File: config.mk
export PLATFORM = sky130hd
export DESIGN_NAME = sccb_register_master_top
export DESIGN_NICKNAME = d
export VERILOG_FILES = /design/src/rtl/sccb_rm_pkg.sv /design/src/rtl/sccb_rm_seq.sv /design/src/rtl/sccb_register_master_top.sv
export SDC_FILE = /design/constraint.sdc
export NUM_CORES = 1
export LEC_CHECK = 0
export BUFFER_PORTS_ARGS = -buffer_cell sky130_fd_sc_hd__buf_2
export CAP_MARGIN = 0
export CORE_MARGIN = 2
export CORE_UTILIZATION = 61
export DETAILED_ROUTE_END_ITERATION = 16
export GPL_ROUTABILITY_DRIVEN = 1
export PLACE_DENSITY_LB_ADDON = 0.25
export SYNTH_ARGS = -nofsm -noshare
export SYNTH_HDL_FRONTEND = slang
export SYNTH_HIERARCHICAL = 1
export SYNTH_SLANG_ARGS = --single-unit
File: constraint.sdc
create_clock -name clk_i -period 5.4 [get_ports clk_i]
set_clock_uncertainty 0.05 [all_clocks]
set_input_delay 0.54 -clock clk_i [delete_from_list [all_inputs] [get_ports clk_i]]
set_output_delay 0.54 -clock clk_i [all_outputs]
set_load 0.1 [all_outputs]
File: src/rtl/sccb_rm_pkg.sv
// ----------------------------------------------------------------------------
// SCCB register master package
// Shared types, codes and constants for the SCCB register master.
// ----------------------------------------------------------------------------
package sccb_rm_pkg;

  // Reset values of the configuration registers, and the default read length limit.
  localparam logic [7:0]  DevAddrReset    = 8'd66;
  localparam logic [15:0] DelayTicksReset = 16'd400;
  localparam int unsigned MaxReadBytesDef = 256;

  // Configuration register indexes.
  localparam logic CfgDevAddr    = 1'b0;
  localparam logic CfgDelayTicks = 1'b1;

  // Request codes.
  localparam logic [1:0] ReqNone  = 2'd0;
  localparam logic [1:0] ReqWrite = 2'd1;
  localparam logic [1:0] ReqRead  = 2'd2;

  // Status codes.
  localparam logic [1:0] StatOk      = 2'd0;
  localparam logic [1:0] StatBusBusy = 2'd1;
  localparam logic [1:0] StatNoAck   = 2'd2;

  // Last sequence step and the steps that send the stop after a missing acknowledge.
  localparam logic [3:0] SeqLast     = 4'd11;
  localparam logic [3:0] SeqWrStop   = 4'd7;
  localparam logic [3:0] SeqRdStop   = 4'd10;

  // Bus phases, one-hot.
  typedef enum logic [19:0] {
    PH_IDLE = 20'h00001,
    PH_ST_A = 20'h00002,
    PH_ST_B = 20'h00004,
    PH_ST_C = 20'h00008,
    PH_TX_A = 20'h00010,
    PH_TX_B = 20'h00020,
    PH_TX_C = 20'h00040,
    PH_AW_A = 20'h00080,
    PH_AW_B = 20'h00100,
    PH_AW_C = 20'h00200,
    PH_SP_A = 20'h00400,
    PH_SP_B = 20'h00800,
    PH_SP_C = 20'h01000,
    PH_SP_D = 20'h02000,
    PH_RX_A = 20'h04000,
    PH_RX_B = 20'h08000,
    PH_MA_A = 20'h10000,
    PH_MA_B = 20'h20000,
    PH_MA_C = 20'h40000,
    PH_MA_D = 20'h80000
  } phase_e;

  // Operations of a transaction sequence.
  typedef enum logic [3:0] {
    OP_START  = 4'd0,
    OP_TXDEV  = 4'd1,
    OP_TXDEVR = 4'd2,
    OP_TXSUB  = 4'd3,
    OP_TXDATA = 4'd4,
    OP_ACKCHK = 4'd5,
    OP_ACK    = 4'd6,
    OP_STOP   = 4'd7,
    OP_RXLOOP = 4'd8,
    OP_END    = 4'd9
  } op_e;

  // Outcome of entering a sequence step.
  typedef struct packed {
    phase_e     phase;
    logic [3:0] step;
    logic       ld_shift;
    logic [7:0] shift;
    logic       fin;
  } enter_t;

  // One result item.
  typedef struct packed {
    logic       scl;
    logic       sda;
    logic       busy;
    logic       done;
    logic [1:0] status;
    logic [7:0] rdata;
    logic       rvalid;
    logic       rlast;
  } res_t;

  // Operation at a given step of a write or read transaction.
  function automatic op_e seq_op(logic is_wr, logic [3:0] step);
    logic [3:0] s;
    op_e        op;
    s  = (step > SeqLast) ? SeqLast : step;
    op = OP_END;
    if (is_wr) begin
      case (s)
        4'd0:    op = OP_START;
        4'd1:    op = OP_TXDEV;
        4'd2:    op = OP_ACKCHK;
        4'd3:    op = OP_TXSUB;
        4'd4:    op = OP_ACK;
        4'd5:    op = OP_TXDATA;
        4'd6:    op = OP_ACK;
        4'd7:    op = OP_STOP;
        default: op = OP_END;
      endcase
    end else begin
      case (s)
        4'd0:    op = OP_START;
        4'd1:    op = OP_TXDEV;
        4'd2:    op = OP_ACKCHK;
        4'd3:    op = OP_TXSUB;
        4'd4:    op = OP_ACK;
        4'd5:    op = OP_STOP;
        4'd6:    op = OP_START;
        4'd7:    op = OP_TXDEVR;
        4'd8:    op = OP_ACKCHK;
        4'd9:    op = OP_RXLOOP;
        4'd10:   op = OP_STOP;
        default: op = OP_END;
      endcase
    end
    return op;
  endfunction

  // Work out the phase and shift register load on entering a step. An empty
  // read loop is skipped straight to the following step.
  function automatic enter_t enter_f(logic is_wr, logic [3:0] step, logic bytes_zero,
                                     logic [7:0] dev, logic [7:0] sub, logic [7:0] wdata);
    enter_t e;
    op_e    op;
    e.phase    = PH_IDLE;
    e.step     = step;
    e.ld_shift = 1'b0;
    e.shift    = 8'd0;
    e.fin      = 1'b0;
    op = seq_op(is_wr, step);
    if (op == OP_RXLOOP && bytes_zero) begin
      e.step = step + 4'd1;
      op     = seq_op(is_wr, e.step);
    end
    case (op) inside
      OP_START: e.phase = PH_ST_A;
      OP_TXDEV, OP_TXDEVR, OP_TXSUB, OP_TXDATA: begin
        e.phase    = PH_TX_A;
        e.ld_shift = 1'b1;
        case (op)
          OP_TXDEV:  e.shift = dev;
          OP_TXDEVR: e.shift = dev + 8'd1;
          OP_TXSUB:  e.shift = sub;
          default:   e.shift = wdata;
        endcase
      end
      OP_ACKCHK, OP_ACK: e.phase = PH_AW_A;
      OP_STOP: e.phase = PH_SP_A;
      OP_RXLOOP: begin
        e.phase    = PH_RX_A;
        e.ld_shift = 1'b1;
        e.shift    = 8'd0;
      end
      default: e.fin = 1'b1;
    endcase
    return e;
  endfunction

endpackage

File: src/rtl/sccb_rm_seq.sv
// ----------------------------------------------------------------------------
// SCCB register master sequencer
// Bus phase state machine, phase timer, bit shifter and step sequencer; one
// tick per item, with the result formed combinationally from the state.
// ----------------------------------------------------------------------------
module sccb_rm_seq #(
  parameter int unsigned MaxReadBytes = sccb_rm_pkg::MaxReadBytesDef
) (
  input  logic               clk_i,
  input  logic               rst_ni,
  input  logic               step_en_i,
  input  logic [1:0]         req_type_i,
  input  logic [7:0]         sub_address_i,
  input  logic [7:0]         write_data_i,
  input  logic [8:0]         read_length_i,
  input  logic               sda_in_i,
  input  logic [7:0]         dev_addr_i,
  input  logic [15:0]        delay_ticks_i,
  output sccb_rm_pkg::res_t  res_o
);

  localparam int unsigned LenW = $clog2(MaxReadBytes + 1);

  sccb_rm_pkg::phase_e phase_q, phase_d;
  logic [15:0]     delay_q, delay_d;
  logic [3:0]      bit_q, bit_d;
  logic [7:0]      shift_q, shift_d;
  logic            is_wr_q, is_wr_d;
  logic [7:0]      sub_q, sub_d;
  logic [7:0]      data_q, data_d;
  logic [LenW-1:0] bytes_q, bytes_d;
  logic [3:0]      step_q, step_d;
  logic [1:0]      stat_q, stat_d;
  logic            held_q, held_d;

  sccb_rm_pkg::enter_t ent;
  sccb_rm_pkg::res_t   res;
  logic                do_enter;
  logic                ackbit;
  logic [15:0]         dly_lim;
  logic [15:0]         dly_inc;
  logic [LenW-1:0]     len_sat;

  // Line drive, phase timing and step sequencing for one tick.
  always_comb begin
    phase_d  = phase_q;
    delay_d  = delay_q;
    bit_d    = bit_q;
    shift_d  = shift_q;
    is_wr_d  = is_wr_q;
    sub_d    = sub_q;
    data_d   = data_q;
    bytes_d  = bytes_q;
    step_d   = step_q;
    stat_d   = stat_q;
    do_enter = 1'b0;
    ent      = '0;
    res      = '0;
    ackbit   = (bytes_q == LenW'(1));
    dly_lim  = (delay_ticks_i == 16'd0) ? 16'd1 : delay_ticks_i;
    dly_inc  = delay_q + 16'd1;
    if ({23'd0, read_length_i} > 32'(MaxReadBytes)) begin
      len_sat = LenW'(MaxReadBytes);
    end else begin
      len_sat = LenW'(read_length_i);
    end

    // Line levels during this tick.
    res.scl = 1'b1;
    res.sda = 1'b1;
    unique case (phase_q)
      sccb_rm_pkg::PH_ST_B, sccb_rm_pkg::PH_ST_C: res.sda = 1'b0;
      sccb_rm_pkg::PH_TX_A, sccb_rm_pkg::PH_AW_A,
      sccb_rm_pkg::PH_SP_A, sccb_rm_pkg::PH_MA_A: begin
        res.scl = 1'b0;
        res.sda = held_q;
      end
      sccb_rm_pkg::PH_TX_B: begin
        res.scl = 1'b0;
        res.sda = shift_q[7];
      end
      sccb_rm_pkg::PH_TX_C: res.sda = shift_q[7];
      sccb_rm_pkg::PH_AW_B, sccb_rm_pkg::PH_RX_A: res.scl = 1'b0;
      sccb_rm_pkg::PH_SP_B: begin
        res.scl = 1'b0;
        res.sda = 1'b0;
      end
      sccb_rm_pkg::PH_SP_C: res.sda = 1'b0;
      sccb_rm_pkg::PH_MA_B, sccb_rm_pkg::PH_MA_D: begin
        res.scl = 1'b0;
        res.sda = ackbit;
      end
      sccb_rm_pkg::PH_MA_C: res.sda = ackbit;
      default: ;
    endcase
    held_d = res.sda;

    if (phase_q == sccb_rm_pkg::PH_IDLE) begin
      // A new request is taken only while idle.
      if (req_type_i == sccb_rm_pkg::ReqWrite || req_type_i == sccb_rm_pkg::ReqRead) begin
        is_wr_d  = (req_type_i == sccb_rm_pkg::ReqWrite);
        sub_d    = sub_address_i;
        data_d   = write_data_i;
        bytes_d  = len_sat;
        stat_d   = sccb_rm_pkg::StatOk;
        delay_d  = 16'd0;
        do_enter = 1'b1;
        ent = sccb_rm_pkg::enter_f(is_wr_d, 4'd0, len_sat == '0, dev_addr_i,
                                   sub_address_i, write_data_i);
      end
    end else begin
      delay_d = dly_inc;
      if (dly_inc >= dly_lim) begin
        // End of a bus phase; SDA is sampled here.
        delay_d = 16'd0;
        unique case (phase_q)
          sccb_rm_pkg::PH_ST_A: begin
            if (!sda_in_i) begin
              phase_d    = sccb_rm_pkg::PH_IDLE;
              res.done   = 1'b1;
              res.status = sccb_rm_pkg::StatBusBusy;
            end else begin
              phase_d = sccb_rm_pkg::PH_ST_B;
            end
          end
          sccb_rm_pkg::PH_ST_B: begin
            if (sda_in_i) begin
              phase_d    = sccb_rm_pkg::PH_IDLE;
              res.done   = 1'b1;
              res.status = sccb_rm_pkg::StatBusBusy;
            end else begin
              phase_d = sccb_rm_pkg::PH_ST_C;
            end
          end
          sccb_rm_pkg::PH_TX_A: phase_d = sccb_rm_pkg::PH_TX_B;
          sccb_rm_pkg::PH_TX_B: phase_d = sccb_rm_pkg::PH_TX_C;
          sccb_rm_pkg::PH_TX_C: begin
            shift_d = {shift_q[6:0], 1'b0};
            bit_d   = bit_q + 4'd1;
            if (bit_d >= 4'd8) begin
              do_enter = 1'b1;
              ent = sccb_rm_pkg::enter_f(is_wr_q, step_q + 4'd1, bytes_q == '0,
                                         dev_addr_i, sub_q, data_q);
            end else begin
              phase_d = sccb_rm_pkg::PH_TX_A;
            end
          end
          sccb_rm_pkg::PH_AW_A: phase_d = sccb_rm_pkg::PH_AW_B;
          sccb_rm_pkg::PH_AW_B: phase_d = sccb_rm_pkg::PH_AW_C;
          sccb_rm_pkg::PH_AW_C: begin
            do_enter = 1'b1;
            if (sccb_rm_pkg::seq_op(is_wr_q, step_q) == sccb_rm_pkg::OP_ACKCHK && sda_in_i)
            begin
              // Device address not acknowledged: send the stop and finish.
              stat_d = sccb_rm_pkg::StatNoAck;
              ent = sccb_rm_pkg::enter_f(is_wr_q,
                                         is_wr_q ? sccb_rm_pkg::SeqWrStop
                                                 : sccb_rm_pkg::SeqRdStop,
                                         bytes_q == '0, dev_addr_i, sub_q, data_q);
            end else begin
              ent = sccb_rm_pkg::enter_f(is_wr_q, step_q + 4'd1, bytes_q == '0,
                                         dev_addr_i, sub_q, data_q);
            end
          end
          sccb_rm_pkg::PH_SP_A: phase_d = sccb_rm_pkg::PH_SP_B;
          sccb_rm_pkg::PH_SP_B: phase_d = sccb_rm_pkg::PH_SP_C;
          sccb_rm_pkg::PH_SP_C: phase_d = sccb_rm_pkg::PH_SP_D;
          sccb_rm_pkg::PH_ST_C, sccb_rm_pkg::PH_SP_D: begin
            do_enter = 1'b1;
            ent = sccb_rm_pkg::enter_f(is_wr_q, step_q + 4'd1, bytes_q == '0,
                                       dev_addr_i, sub_q, data_q);
          end
          sccb_rm_pkg::PH_RX_A: phase_d = sccb_rm_pkg::PH_RX_B;
          sccb_rm_pkg::PH_RX_B: begin
            shift_d = {shift_q[6:0], sda_in_i};
            bit_d   = bit_q + 4'd1;
            if (bit_d >= 4'd8) begin
              res.rvalid = 1'b1;
              res.rdata  = shift_d;
              res.rlast  = ackbit;
              phase_d    = sccb_rm_pkg::PH_MA_A;
            end else begin
              phase_d = sccb_rm_pkg::PH_RX_A;
            end
          end
          sccb_rm_pkg::PH_MA_A: phase_d = sccb_rm_pkg::PH_MA_B;
          sccb_rm_pkg::PH_MA_B: phase_d = sccb_rm_pkg::PH_MA_C;
          sccb_rm_pkg::PH_MA_C: phase_d = sccb_rm_pkg::PH_MA_D;
          sccb_rm_pkg::PH_MA_D: begin
            if (bytes_q != '0) begin
              bytes_d = bytes_q - LenW'(1);
            end
            do_enter = 1'b1;
            ent = sccb_rm_pkg::enter_f(is_wr_q, step_q, bytes_d == '0,
                                       dev_addr_i, sub_q, data_q);
          end
          default: phase_d = sccb_rm_pkg::PH_IDLE;
        endcase
      end
    end

    // Apply the outcome of entering a new step.
    if (do_enter) begin
      phase_d = ent.phase;
      step_d  = ent.step;
      if (ent.ld_shift) begin
        shift_d = ent.shift;
        bit_d   = 4'd0;
      end
      if (ent.fin) begin
        res.done   = 1'b1;
        res.status = stat_d;
      end
    end
    if (phase_d == sccb_rm_pkg::PH_IDLE && phase_q == sccb_rm_pkg::PH_IDLE && !do_enter) begin
      step_d = step_q;
    end
    res.busy = (phase_d != sccb_rm_pkg::PH_IDLE);
  end

  // State registers advance once per item.
  always_ff @(posedge clk_i or negedge rst_ni) begin
    if (!rst_ni) begin
      phase_q <= sccb_rm_pkg::PH_IDLE;
      delay_q <= 16'd0;
      bit_q   <= 4'd0;
      shift_q <= 8'd0;
      is_wr_q <= 1'b0;
      sub_q   <= 8'd0;
      data_q  <= 8'd0;
      bytes_q <= '0;
      step_q  <= 4'd0;
      stat_q  <= sccb_rm_pkg::StatOk;
      held_q  <= 1'b1;
    end else if (step_en_i) begin
      phase_q <= phase_d;
      delay_q <= delay_d;
      bit_q   <= bit_d;
      shift_q <= shift_d;
      is_wr_q <= is_wr_d;
      sub_q   <= sub_d;
      data_q  <= data_d;
      bytes_q <= bytes_d;
      step_q  <= step_d;
      stat_q  <= stat_d;
      held_q  <= held_d;
    end
  end

  assign res_o = res;

  // A finished transaction leaves the block idle.
  assert property (@(posedge clk_i) disable iff (!rst_ni) res.done |-> !res.busy)
    else $error("done reported while still busy");

  // The last flag only comes with a received byte.
  assert property (@(posedge clk_i) disable iff (!rst_ni) res.rlast |-> res.rvalid)
    else $error("read_last without read_valid");

  // A non-zero status is reported only with done.
  assert property (@(posedge clk_i) disable iff (!rst_ni)
                   (res.status != sccb_rm_pkg::StatOk) |-> res.done)
    else $error("status reported without done");

  // A received byte ends the eighth bit of a receive phase.
  assert property (@(posedge clk_i) disable iff (!rst_ni)
                   res.rvalid |-> (phase_q == sccb_rm_pkg::PH_RX_B && bit_q == 4'd7))
    else $error("byte reported outside the last receive bit");

  // The phase register stays one-hot.
  assert property (@(posedge clk_i) disable iff (!rst_ni) $onehot(phase_q))
    else $error("phase register not one-hot");

endmodule

File: src/rtl/sccb_register_master_top.sv
// ----------------------------------------------------------------------------
// SCCB register master, top level
// Stream wrapper with input register, result register and configuration port.
// ----------------------------------------------------------------------------
// Each input item is one tick of the SCCB bus sequencer and yields one result
// item carrying the SCL and SDA drive for that tick. One item is taken every
// clock cycle while the result register is free or its item is taken; items pass
// the input register, the sequencer and the result register. The bus itself moves
// one phase every delay_ticks items: a sent bit takes three phases, a received bit two,
// an acknowledge sent by the master four. The user must write configuration only while
// no transaction is running; the block does not enforce it. cfg_ready_o is always high.
module sccb_register_master_top #(
  parameter int unsigned MaxReadBytes = sccb_rm_pkg::MaxReadBytesDef
) (
  input  logic        clk_i,
  input  logic        rst_ni,
  // Input items.
  input  logic        s_axis_tvalid,
  output logic        s_axis_tready,
  input  logic [31:0] s_axis_tdata,  // sub_address[7:0], write_data[15:8],
                                     // read_length[24:16], sda_in[25], zero[31:26]
  input  logic [1:0]  s_axis_tuser,  // req_type[1:0]
  // Result items.
  output logic        m_axis_tvalid,
  input  logic        m_axis_tready,
  output logic [15:0] m_axis_tdata,  // scl_out[0], sda_out[1], busy_res[2], done_res[3],
                                     // status[5:4], read_data[13:6], zero[15:14]
  output logic        m_axis_tuser,  // read_valid[0]
  output logic        m_axis_tlast,  // read_last
  // Configuration writes.
  input  logic        cfg_valid_i,
  output logic        cfg_ready_o,
  input  logic        cfg_addr_i,
  input  logic [15:0] cfg_data_i
);

  logic              in_valid_q;
  logic [1:0]        req_q;
  logic [25:0]       in_data_q;
  logic              out_valid_q;
  logic [15:0]       out_data_q;
  logic              out_user_q;
  logic              out_last_q;
  logic              adv;
  logic [7:0]        dev_addr_q;
  logic [15:0]       delay_ticks_q;
  sccb_rm_pkg::res_t res;

  // The result register frees when empty or when its item is taken.
  assign adv           = !out_valid_q || m_axis_tready;
  assign s_axis_tready = !in_valid_q || adv;
  assign cfg_ready_o   = 1'b1;

  // Configuration registers.
  always_ff @(posedge clk_i or negedge rst_ni) begin
    if (!rst_ni) begin
      dev_addr_q    <= sccb_rm_pkg::DevAddrReset;
      delay_ticks_q <= sccb_rm_pkg::DelayTicksReset;
    end else if (cfg_valid_i) begin
      if (cfg_addr_i == sccb_rm_pkg::CfgDevAddr) begin
        dev_addr_q <= cfg_data_i[7:0];
      end else begin
        delay_ticks_q <= cfg_data_i;
      end
    end
  end

  // Input register.
  always_ff @(posedge clk_i or negedge rst_ni) begin
    if (!rst_ni) begin
      in_valid_q <= 1'b0;
    end else if (s_axis_tready) begin
      in_valid_q <= s_axis_tvalid;
    end
  end

  always_ff @(posedge clk_i) begin
    if (s_axis_tready && s_axis_tvalid) begin
      req_q     <= s_axis_tuser;
      in_data_q <= s_axis_tdata[25:0];
    end
  end

  sccb_rm_seq #(
    .MaxReadBytes (MaxReadBytes)
  ) u_seq (
    .clk_i         (clk_i),
    .rst_ni        (rst_ni),
    .step_en_i     (in_valid_q && adv),
    .req_type_i    (req_q),
    .sub_address_i (in_data_q[7:0]),
    .write_data_i  (in_data_q[15:8]),
    .read_length_i (in_data_q[24:16]),
    .sda_in_i      (in_data_q[25]),
    .dev_addr_i    (dev_addr_q),
    .delay_ticks_i (delay_ticks_q),
    .res_o         (res)
  );

  // Result register.
  always_ff @(posedge clk_i or negedge rst_ni) begin
    if (!rst_ni) begin
      out_valid_q <= 1'b0;
    end else if (adv) begin
      out_valid_q <= in_valid_q;
    end
  end

  always_ff @(posedge clk_i) begin
    if (adv && in_valid_q) begin
      out_data_q <= {2'b00, res.rdata, res.status, res.done, res.busy, res.sda, res.scl};
      out_user_q <= res.rvalid;
      out_last_q <= res.rlast;
    end
  end

  assign m_axis_tvalid = out_valid_q;
  assign m_axis_tdata  = out_data_q;
  assign m_axis_tuser  = out_user_q;
  assign m_axis_tlast  = out_last_q;

endmodule

Yosys cells after proc, flatten, opt, wreduce, memory -nomap -nowiden
Memories as Yosys holds them, arrays and structs flattened.
Cells that the tools add are included.
{"block": "totals", "regBits": 151, "output_inout_bits": 21, "elab_cells": 440, "romBits": 968, "inputBits": 56, "n_memories": 22}
{"memory": "(no name shown)", "depth": 16, "word_bits": 4, "read_ports": 1, "rd_clocked_by_memory_dff": 0, "wr": 0, "line_no": "sccb_rm_pkg.sv:109", "source": "case (s)"}
{"memory": "(no name shown)", "depth": 16, "word_bits": 4, "read_ports": 1, "rd_clocked_by_memory_dff": 0, "wr": 0, "line_no": "sccb_rm_pkg.sv:109"}
{"memory": "(no name shown)", "depth": 16, "word_bits": 4, "read_ports": 1, "rd_clocked_by_memory_dff": 0, "wr": 0, "line_no": "sccb_rm_pkg.sv:109"}
{"memory": "(no name shown)", "depth": 16, "word_bits": 4, "read_ports": 1, "rd_clocked_by_memory_dff": 0, "wr": 0, "line_no": "sccb_rm_pkg.sv:109"}
{"memory": "(no name shown)", "depth": 16, "word_bits": 4, "read_ports": 1, "rd_clocked_by_memory_dff": 0, "wr": 0, "line_no": "sccb_rm_pkg.sv:109"}
{"memory": "(no name shown)", "depth": 16, "word_bits": 4, "read_ports": 1, "rd_clocked_by_memory_dff": 0, "wr": 0, "line_no": "sccb_rm_pkg.sv:109"}
{"memory": "16 more memories"}
{"block": "classes", "n_reduce_logical": 58, "eq_ne": 82, "n_addsub": 7, "mux": 237, "order_cmp": 8, "bitwise_logic": 5}
{"cell": "two-way mux 20 bit", "count": 24}
{"cell": "two-way mux 4 bit", "count": 88}
{"cell": "two-way mux 9 bit", "count": 39}
{"cell": "one-hot mux 20 bit (16 select lines)", "count": 1}
{"cell": "two-way mux 15 bit", "count": 10}
{"cell": "one-hot mux 8 bit (3 select lines)", "count": 6}
{"cell": "two-way mux 34 bit", "count": 4}
{"cell": "one-hot mux 34 bit (4 select lines)", "count": 1}
{"cell": "== test 4 x 3 -> 1 bit (second input constant)", "count": 25}
{"cell": "two-way mux 16 bit", "count": 4}
{"cell": "== test 4 x 2 -> 1 bit (second input constant)", "count": 12}
{"cell": "== test 4 bit (second input constant)", "count": 12}
{"cell": "== test 20 x 1 -> 1 bit (second input constant)", "count": 2}
{"cell": "OR reduction 4 bit", "count": 10}
{"cell": "two-way mux 1 bit", "count": 36}
{"cell": "two-way mux 8 bit", "count": 4}
{"cell": "two-way mux 29 bit", "count": 1}
{"cell": "logical NOT 9 bit", "count": 3}
{"cell": "two-way mux 13 bit", "count": 2}
{"cell": "== test 4 x 1 -> 1 bit (second input constant)", "count": 6}
{"cell": "logical NOT 4 bit", "count": 6}
{"cell": "== test 20 x 10 -> 1 bit (second input constant)", "count": 1}
{"cell": "== test 20 x 11 -> 1 bit (second input constant)", "count": 1}
{"cell": "== test 20 x 12 -> 1 bit (second input constant)", "count": 1}
{"cell": "other kinds (51)", "count": 98}

Logic depth before layout (Yosys ltp)
Gate-level depths: netlist of the first run.
An unclocked memory read counts as a cell.
{"block": "logic_depth", "word_depth": 37, "ltp_mapped": 18, "mapped_depth_nobuf": 16}

By module
Netlist of the first run, hierarchy kept.
{"mod": "sccb_rm_seq", "instances": 1, "area_each_um2": 7415.9, "cells_each": 902}
{"mod": "sccb_register_master_top", "instances": 1, "area_each_um2": 2433.6, "cells_each": 109}

Worst setup path before layout of the first run
No wires, ideal clock.
{"block": "synth_path", "path_type": "register -> register", "startpoint": "register u_seq.delay_q[0]", "endpoint": "register out_data_q[2], in the netlist m_axis_tdata[2] (data pin)", "required_ns": 5.070, "setup_ns": 0.280, "stages_incl_launch_ff": 18, "arrival_ns": 3.896, "slack_ns": 1.174, "path_buffers": 1, "path_cell_list": "dfrtp_1 -> ha_1 -> nand3_1 -> nor2_1 -> and3_1 -> clkbuf_1 -> nand3_1 -> xnor2_1 -> ha_1 -> and4_1 -> o31ai_1 -> a2111o_1 -> o21ai_1 -> nand3_1 -> a221o_1 -> a41o_1 -> a2111oi_0 -> nand4_1"}
{"element": "start: declaration", "line_no": "sccb_rm_seq.sv:25", "source": "logic [15:0] delay_q, delay_d;"}
{"element": "start signal: assignment", "line_no": "sccb_rm_seq.sv:237", "source": "delay_q <= delay_d;"}
{"element": "end signal: assignment", "line_no": "sccb_register_master_top.sv:111", "source": "out_data_q <= {2'b00, res.rdata, res.status, res.done, res.busy, res.sda, res.scl};"}
{"element": "end: declaration", "line_no": "sccb_register_master_top.sv:41", "source": "logic [15:0] out_data_q;"}

Worst setup path in the final report of the first run
{"block": "layout_path", "startpoint": "register u_seq.delay_q[0]", "endpoint": "register u_seq.shift_q[2]"}
{"block": "layout_via", "elab_chain_len": 6, "elab_cells_between_ends": 10, "cone_classes": "1 x add/sub; 1 x order compare; 8 x mux"}
{"element": "adder 16 x 1 -> 16 bit (*)", "line_no": "sccb_rm_seq.sv:61", "source": "dly_inc = delay_q + 16'd1;"}
{"element": ">= comparator 16 bit (*)", "line_no": "sccb_rm_seq.sv:113", "source": "if (dly_inc >= dly_lim) begin"}
{"element": "two-way mux 8 bit / two-way mux 34 bit (equally long branches)", "line_no": "sccb_rm_seq.sv:113"}
{"element": "two-way mux 8 bit / two-way mux 34 bit (equally long branches)", "line_no": "sccb_rm_seq.sv:98", "source": "if (phase_q == sccb_rm_pkg::PH_IDLE) begin"}
{"element": "two-way mux 8 bit", "line_no": "sccb_rm_seq.sv:206", "source": "if (ent.ld_shift) begin"}
{"element": "two-way mux 8 bit (*)", "line_no": "sccb_rm_seq.sv:203", "source": "if (do_enter) begin"}
{"element": "end signal: assignment", "line_no": "sccb_rm_seq.sv:239", "source": "shift_q <= shift_d;"}
{"element": "end: declaration", "line_no": "sccb_rm_seq.sv:27", "source": "logic [7:0] shift_q, shift_d;"}
Every way passes the cells marked *; elsewhere a longest branch is shown, timed or not.
A chain may end at the register's enable or synchronous reset.

==> results of run 1 <==
logic make-up after synthesis:
kind of cell    Yosys count  share of synthesized area
fa+ha+maj                25                     0.0318
mux                      50                     0.0638
flops                   151                      0.407
compound gates          283                      0.206
simple gates            386                      0.220
other cells               2                   0.000762
buf+inv                  88                     0.0462
xor+xnor                 26                     0.0245
layout make-up:
cell class | count | area, um^2 | area share
clock buffer | 18 | 429 | 0.0396
timing repair buffer | 80 | 435 | 0.0402
tap | 216 | 270 | 0.0250
clock inverter | 14 | 140 | 0.0129
sequential | 151 | 4010 | 0.370
inverter | 42 | 158 | 0.0146
multi-input combinational | 773 | 5390 | 0.498
metal layers:
metal / part of all wire / track usage
met2: 0.47 / 0.521
met5: 0 / 0
met3: 0.070 / 0.0495
met1: 0.43 / 0.444
met4: 0.032 / 0.138
flip-flops by register name, summed over array words and instances (netlist names), 2 cells and up:
register       cells
in_data_q         26
m_axis_tdata      14
u_seq/shift_q      8
u_seq/delay_q     16
delay_ticks_q     16
u_seq/sub_q        8
u_seq/bytes_q      9
u_seq/step_q       4
u_seq/bit_q        4
u_seq/data_q       8
dev_addr_q         8
u_seq/phase_q     20
req_q              2
u_seq/stat_q       2
Yosys cell counts (13+ instances only):
master	number
nand3_1	34
mux2_4	18
o21ai_0	64
ha_1	25
dfrtp_1	100
nand2_1	82
nor3_1	27
or2_2	13
nor2_1	76
and3_1	15
edfxtp_1	44
nand2b_1	16
clkbuf_1	24
a32o_1	15
nor4_1	25
a21oi_1	64
inv_1	42
xnor2_1	15
mux2_2	30
worst max-delay path by stage:
stage | from | cells after the start | endpoint | slack [ns]
final | u_seq/delay_q[0] | 17 | u_seq/shift_q[2] | 0.56
after detailed placement | u_seq/delay_q[0] | 17 | u_seq/shift_q[2] | 0.70
after global routing | u_seq/delay_q[0] | 17 | u_seq/shift_q[4] | 0.28
after CTS | u_seq/delay_q[0] | 17 | u_seq/shift_q[2] | 0.66
after floorplan | u_seq/delay_q[0] | 17 | m_axis_tdata[2] | 1.17
after global placement | u_seq/delay_q[0] | 17 | u_seq/shift_q[2] | 0.80
power by group:
part,switching [W],leakage [nW],internal (W)
sequential,0.000224,1.79,0.00135
combinational,0.00137,2.61,0.000796
clock,0.000509,0.263,0.000647
metrics by stage:
step	worst slack (ns)	utilization	hold slack, ns
3_3_place_gp	0.801	0.648	0.408
5_1_grt	0.279	0.684	0.228
2_1_floorplan	1.17	-	0.194
4_1_cts	0.660	0.684	0.226
6_report	0.563	0.684	0.200
3_5_place_dp	0.696	0.648	0.416
critical path: stages, from the launching register on:
cell and delay, ns:
dfrtp_1 0.44, and3_1 0.18, nand3_1 0.16, nor2_1 0.27
and3_1 0.26, and3_1 0.21, xor2_1 0.22, ha_1 0.21
and4_1 0.25, o31ai_1 0.09, a2111o_1 0.33, o21a_1 0.22
nor2_1 0.67, buf_4 0.27, o21a_1 0.30, nand4_1 0.28
o22ai_1 0.22, a21oi_1 0.07
==> flow_metrics.tcl, run 1 <==
set metrics [dict create \
    port_buffers 67 \
    status "complete, no violations" \
    criticalPathCategory "flop to flop" \
    synth.area.top_cells "dfrtp_1 (25%), edfxtp_1 (13%), mux2_2 (3.4%), a21oi_1 (3.3%), o21ai_0 (3.3%)" \
    cts_made_buffers 17 \
    regToRegSetupSlack_ns 0.56 \
    fmax_ghz 0.207 \
    clk_pin_slew_ns 0.07 \
    report.final.slew_viol_count 0 \
    dp_hpwl_um 19600 \
    drc 0 \
    synthCells 1011 \
    r2r-end "u_seq/shift_q[2]" \
    core.rowCount 46 \
    dp_cells 1262 \
    wl_um 27200 \
    synth_warnings 6 \
    place_area_um2 10300 \
    synth_edf_count 44 \
    die_w_um 131 \
    total_power_w 0.00489 \
    overflow 0 \
    p_leak_nw 4.66 \
    ir_drop_uv 292 \
    syn2layout_area_growth_pct 9.97 \
    wl_per_cell_um 21.0 \
    grt_pass1_vias 8101 \
    syn_area_um2 9850 \
    r2r_start "u_seq/delay_q[0]" \
    cp.arrival_ns 5.06 \
    die-area_um2 17200 \
    yosysSeqAreaShare 0.407 \
    h-tree-depth 4 \
    start_util 0.622 \
    hp-class "input port to asynchronous set/reset pin" \
    cts_tree "done" \
    setup-tns-final_ns 0 \
    power.density_nw_per_um2 451 \
    n_fill_cell 1262 \
    hold_violations 0 \
    die-height_um 131 \
    routed_via_density 6.64 \
    ioPinCount 77 \
    critPathCaptureType "flop" \
    grtUsageTotal 0.325 \
    grt_max_degree 72 \
    maxCapViolCount 0 \
    fin_cells 1294 \
    fin_nets 1146 \
    worst_slew_pin_slew_ns 0.980 \
    crit_path_max_fanout 11 \
    first_pass_iters 5 \
    startpoint_type "flop" \
    yosys.cell_types.count 107 \
    maxSlewHeadroom 0.347 \
    clock_latency_ns 0.42 \
    async_flop_share 0.709 \
    clock-sinks 151 \
    gp_congestion 1.01 \
    cts_root_buffer "clkbuf_16" \
    rsz0062_at_grt "no" \
    drt_iter0_markers 905 \
    cts_repair_resize_count 0 \
    layout_commonest_cell "dfrtp_1" \
    final_cell_mix "dfrtp_1 (100), nand2_1 (82), nor2_1 (76)" \
    ant_nets 0 \
    layout_min_cycle_time_ns 4.84 \
    synth_top_area_cell "dfrtp_1" \
    fin_crit_sh 0.896 \
    synth_ff_type "dfrtp_1" \
    cts_buffer_depth 2 \
    stdcell_area_um2 10800 \
    core_um2 15800 \
    synth.top_cell.area_share 0.254 \
    worstPathRequired_ns 5.63 \
    diodes 0 \
    drive_gt1_frac 0.212 \
    setup_viol 0 \
    synth_seq_cells 151 \
    grt_pass1_wl_um 42800 \
    postCtsHoldBufs 0 \
    antenna_found_initial 0 \
    post_cts_buffers 0 \
    ff2ff_path_depth 17 \
    syn-mean-instance-area_um2 9.74 \
    vias 8594 \
]
Power figures use the tool's default switching activity.
==> run 2: changes to the inputs <==
--- a/config.mk
+++ b/config.mk
@@ -12,6 +12,7 @@
 export DETAILED_ROUTE_END_ITERATION = 16
 export GPL_ROUTABILITY_DRIVEN = 1
 export PLACE_DENSITY_LB_ADDON = 0.25
+export REMOVE_ABC_BUFFERS = 1
 export SYNTH_ARGS = -nofsm -noshare
 export SYNTH_HDL_FRONTEND = slang
 export SYNTH_HIERARCHICAL = 1
==> flow_metrics.tcl, run 2 (same netlist as run 1, synthesis figures left out) <==
set metrics [dict create \
    status "complete, no violations" \
    stdcell_area_um2 10800 \
    cts_root_buffer "clkbuf_16" \
    overflow 0 \
    criticalPathCategory "flop to flop" \
    worst_path_largest_cell_delay_ns 0.46 \
    postCtsHoldBufs 0 \
    grt_pass1_wl_um 41400 \
    die_w_um 131 \
    post_cts_buffers 0 \
    cts_tree "done" \
    wl_per_cell_um 20.3 \
    vias 8519 \
    worst_slew_pin_slew_ns 1.11 \
    layout_min_cycle_time_ns 4.66 \
    crit_cells 17 \
    rsz0062_at_grt "no" \
    critPathCaptureType "flop" \
    crit_path_top_delay_cell "a221o_1" \
    cts_made_buffers 17 \
    crit_buf_inv 1 \
    clk_pin_slew_ns 0.06 \
    drc 0 \
    clock-sinks 151 \
    hp-class "input port to asynchronous set/reset pin" \
    maxCapViolCount 0 \
    crit_family "simple AND/OR/NAND/NOR gates" \
    worst_slack_ns 0.745 \
    cts_buffer_depth 2 \
    die-height_um 131 \
    port_buffers 67 \
    p_int_w 0.00280 \
    top_regs "in_data_q (26), u_seq/phase_q (20)" \
    dp_slack_ns 0.830 \
    cpMostUsedCell "and3_1" \
    cts_repair_resize_count 0 \
    gp_congestion 0.979 \
    swShare 0.429 \
    routed_via_density 6.59 \
    grt_max_degree 58 \
    dp_hpwl_um 18800 \
    clock_latency_ns 0.42 \
    p_comb_frac 0.445 \
    drt_iter0_markers 966 \
    report.final.slew_viol_count 0 \
    p_leak_nw 4.67 \
    ff2ff_path_depth 17 \
    start_util 0.622 \
    drive_gt1_frac 0.213 \
    setup-tns-final_ns 0 \
    die-area_um2 17200 \
    diodes 0 \
    hold_violations 0 \
    largest_reg_flops 26 \
    worstPathCellList "and3_1, nand3_1, nor2_1, and3_1, and3_1, xor2_1, ha_1, and4_1, o31ai_1, a2111o_1, o21ai_1, buf_4, nand3_1, a221o_1, a41o_1, a2111oi_0, nand4_1" \
    grt_pass1_vias 7874 \
    place_area_um2 10200 \
    core.rowCount 46 \
    power.density_nw_per_um2 452 \
    fmax_ghz 0.215 \
    grtUsageTotal 0.313 \
    ir_drop_uv 339 \
    h-tree-depth 4 \
    switchingPower_w 0.00210 \
    crit_path_max_fanout 9 \
    syn2layout_area_growth_pct 9.88 \
    wl_um 26200 \
    regMostFlops "in_data_q" \
    ioPinCount 77 \
    setup_viol 0 \
    antenna_found_initial 0 \
    multiInputGateArea_um2 5390 \
    startpoint_type "flop" \
    cp.arrival_ns 4.74 \
    seqPwrFrac 0.321 \
    n_fill_cell 1229 \
    fin_crit_sh 0.862 \
    core_um2 15800 \
    ant_nets 0 \
    worstPathRequired_ns 5.48 \
    fin_nets 1144 \
    register_area_um2 4010 \
    first_pass_iters 6 \
    total_power_w 0.00490 \
    clkPwrFrac 0.234 \
    layout_commonest_cell "dfrtp_1" \
    maxSlewHeadroom 0.256 \
    final_cell_mix "dfrtp_1 (100), nand2_1 (82), nor2_1 (76)" \
]
-- run 2: cell types whose count changed in the layout (fill, tap and decap cells not counted), moves of 2 or more --
cell / change
clkbuf_8: +3
clkinv_2: +2
clkinv_4: +3
buf_4: -2
inv_8: -3
clkinvlp_4: -3
-- run 2: final timing paths --
check | slack (ns) | to | startpoint
max | 0.74 | m_axis_tdata[2] | u_seq/delay_q[0]
min | 0.12 | u_seq/delay_q[13] | rst_ni
max reg2reg | 0.74 | m_axis_tdata[2] | u_seq/delay_q[0]
min reg2reg | 0.43 | u_seq/data_q[3] | in_data_q[11]
max in group asynchronous | 4.00 | u_seq/data_q[2] | rst_ni
min in group clk_i | 0.24 | in_data_q[15] | s_axis_tdata[15]
-- run 2: through the flow --
stage	instances	utilization	hold WS (ns)
6_report	1292	0.684	0.120
5_1_grt	1292	0.684	0.175
4_1_cts	1292	0.684	0.144
3_5_place_dp	1260	0.647	0.416
3_3_place_gp	1260	0.647	0.404
2_1_floorplan	966	-	0.194
-- run 2: layout make-up --
type	instances	area share
Tap cell	216	0.0250
Sequential cell	151	0.370
Clock inverter	11	0.00775
Inverter	42	0.0146
Multi-Input combinational cell	773	0.498
Clock buffer	21	0.0454
Timing Repair Buffer	78	0.0388
-- run 2: power by group through the flow --
stage / clock network (W) / logic, W / registers, W
floorplan: 0 / 0.00153 / 0.00157
global placement: 0 / 0.00208 / 0.00157
detailed placement: 0 / 0.00209 / 0.00158
CTS: 0.00116 / 0.00211 / 0.00156
global route: 0.00122 / 0.00233 / 0.00159
finish: 0.00115 / 0.00218 / 0.00157
-- run 2: worst register-to-register path: cells and delay by family (launching register included) --
| family | cells | cell delay (ns) |
|---|---|---|
| DFF | 1 | 0.42 |
| AOI/OAI and AO/OA | 6 | 1.53 |
| buffers and inverters | 1 | 0.20 |
| xor gates and xnor gates | 1 | 0.23 |
| adders and majority gates | 1 | 0.20 |
| and+or+nand+nor | 8 | 1.74 |
-- run 2: per-layer routing --
layer | GRT usage | part of all wire | wire length (um)
met5 | 0 | 0 | 0
met2 | 0.474 | 0.45 | 11900
met4 | 0.122 | 0.029 | 749
met1 | 0.445 | 0.44 | 11500
met3 | 0.0641 | 0.078 | 2050
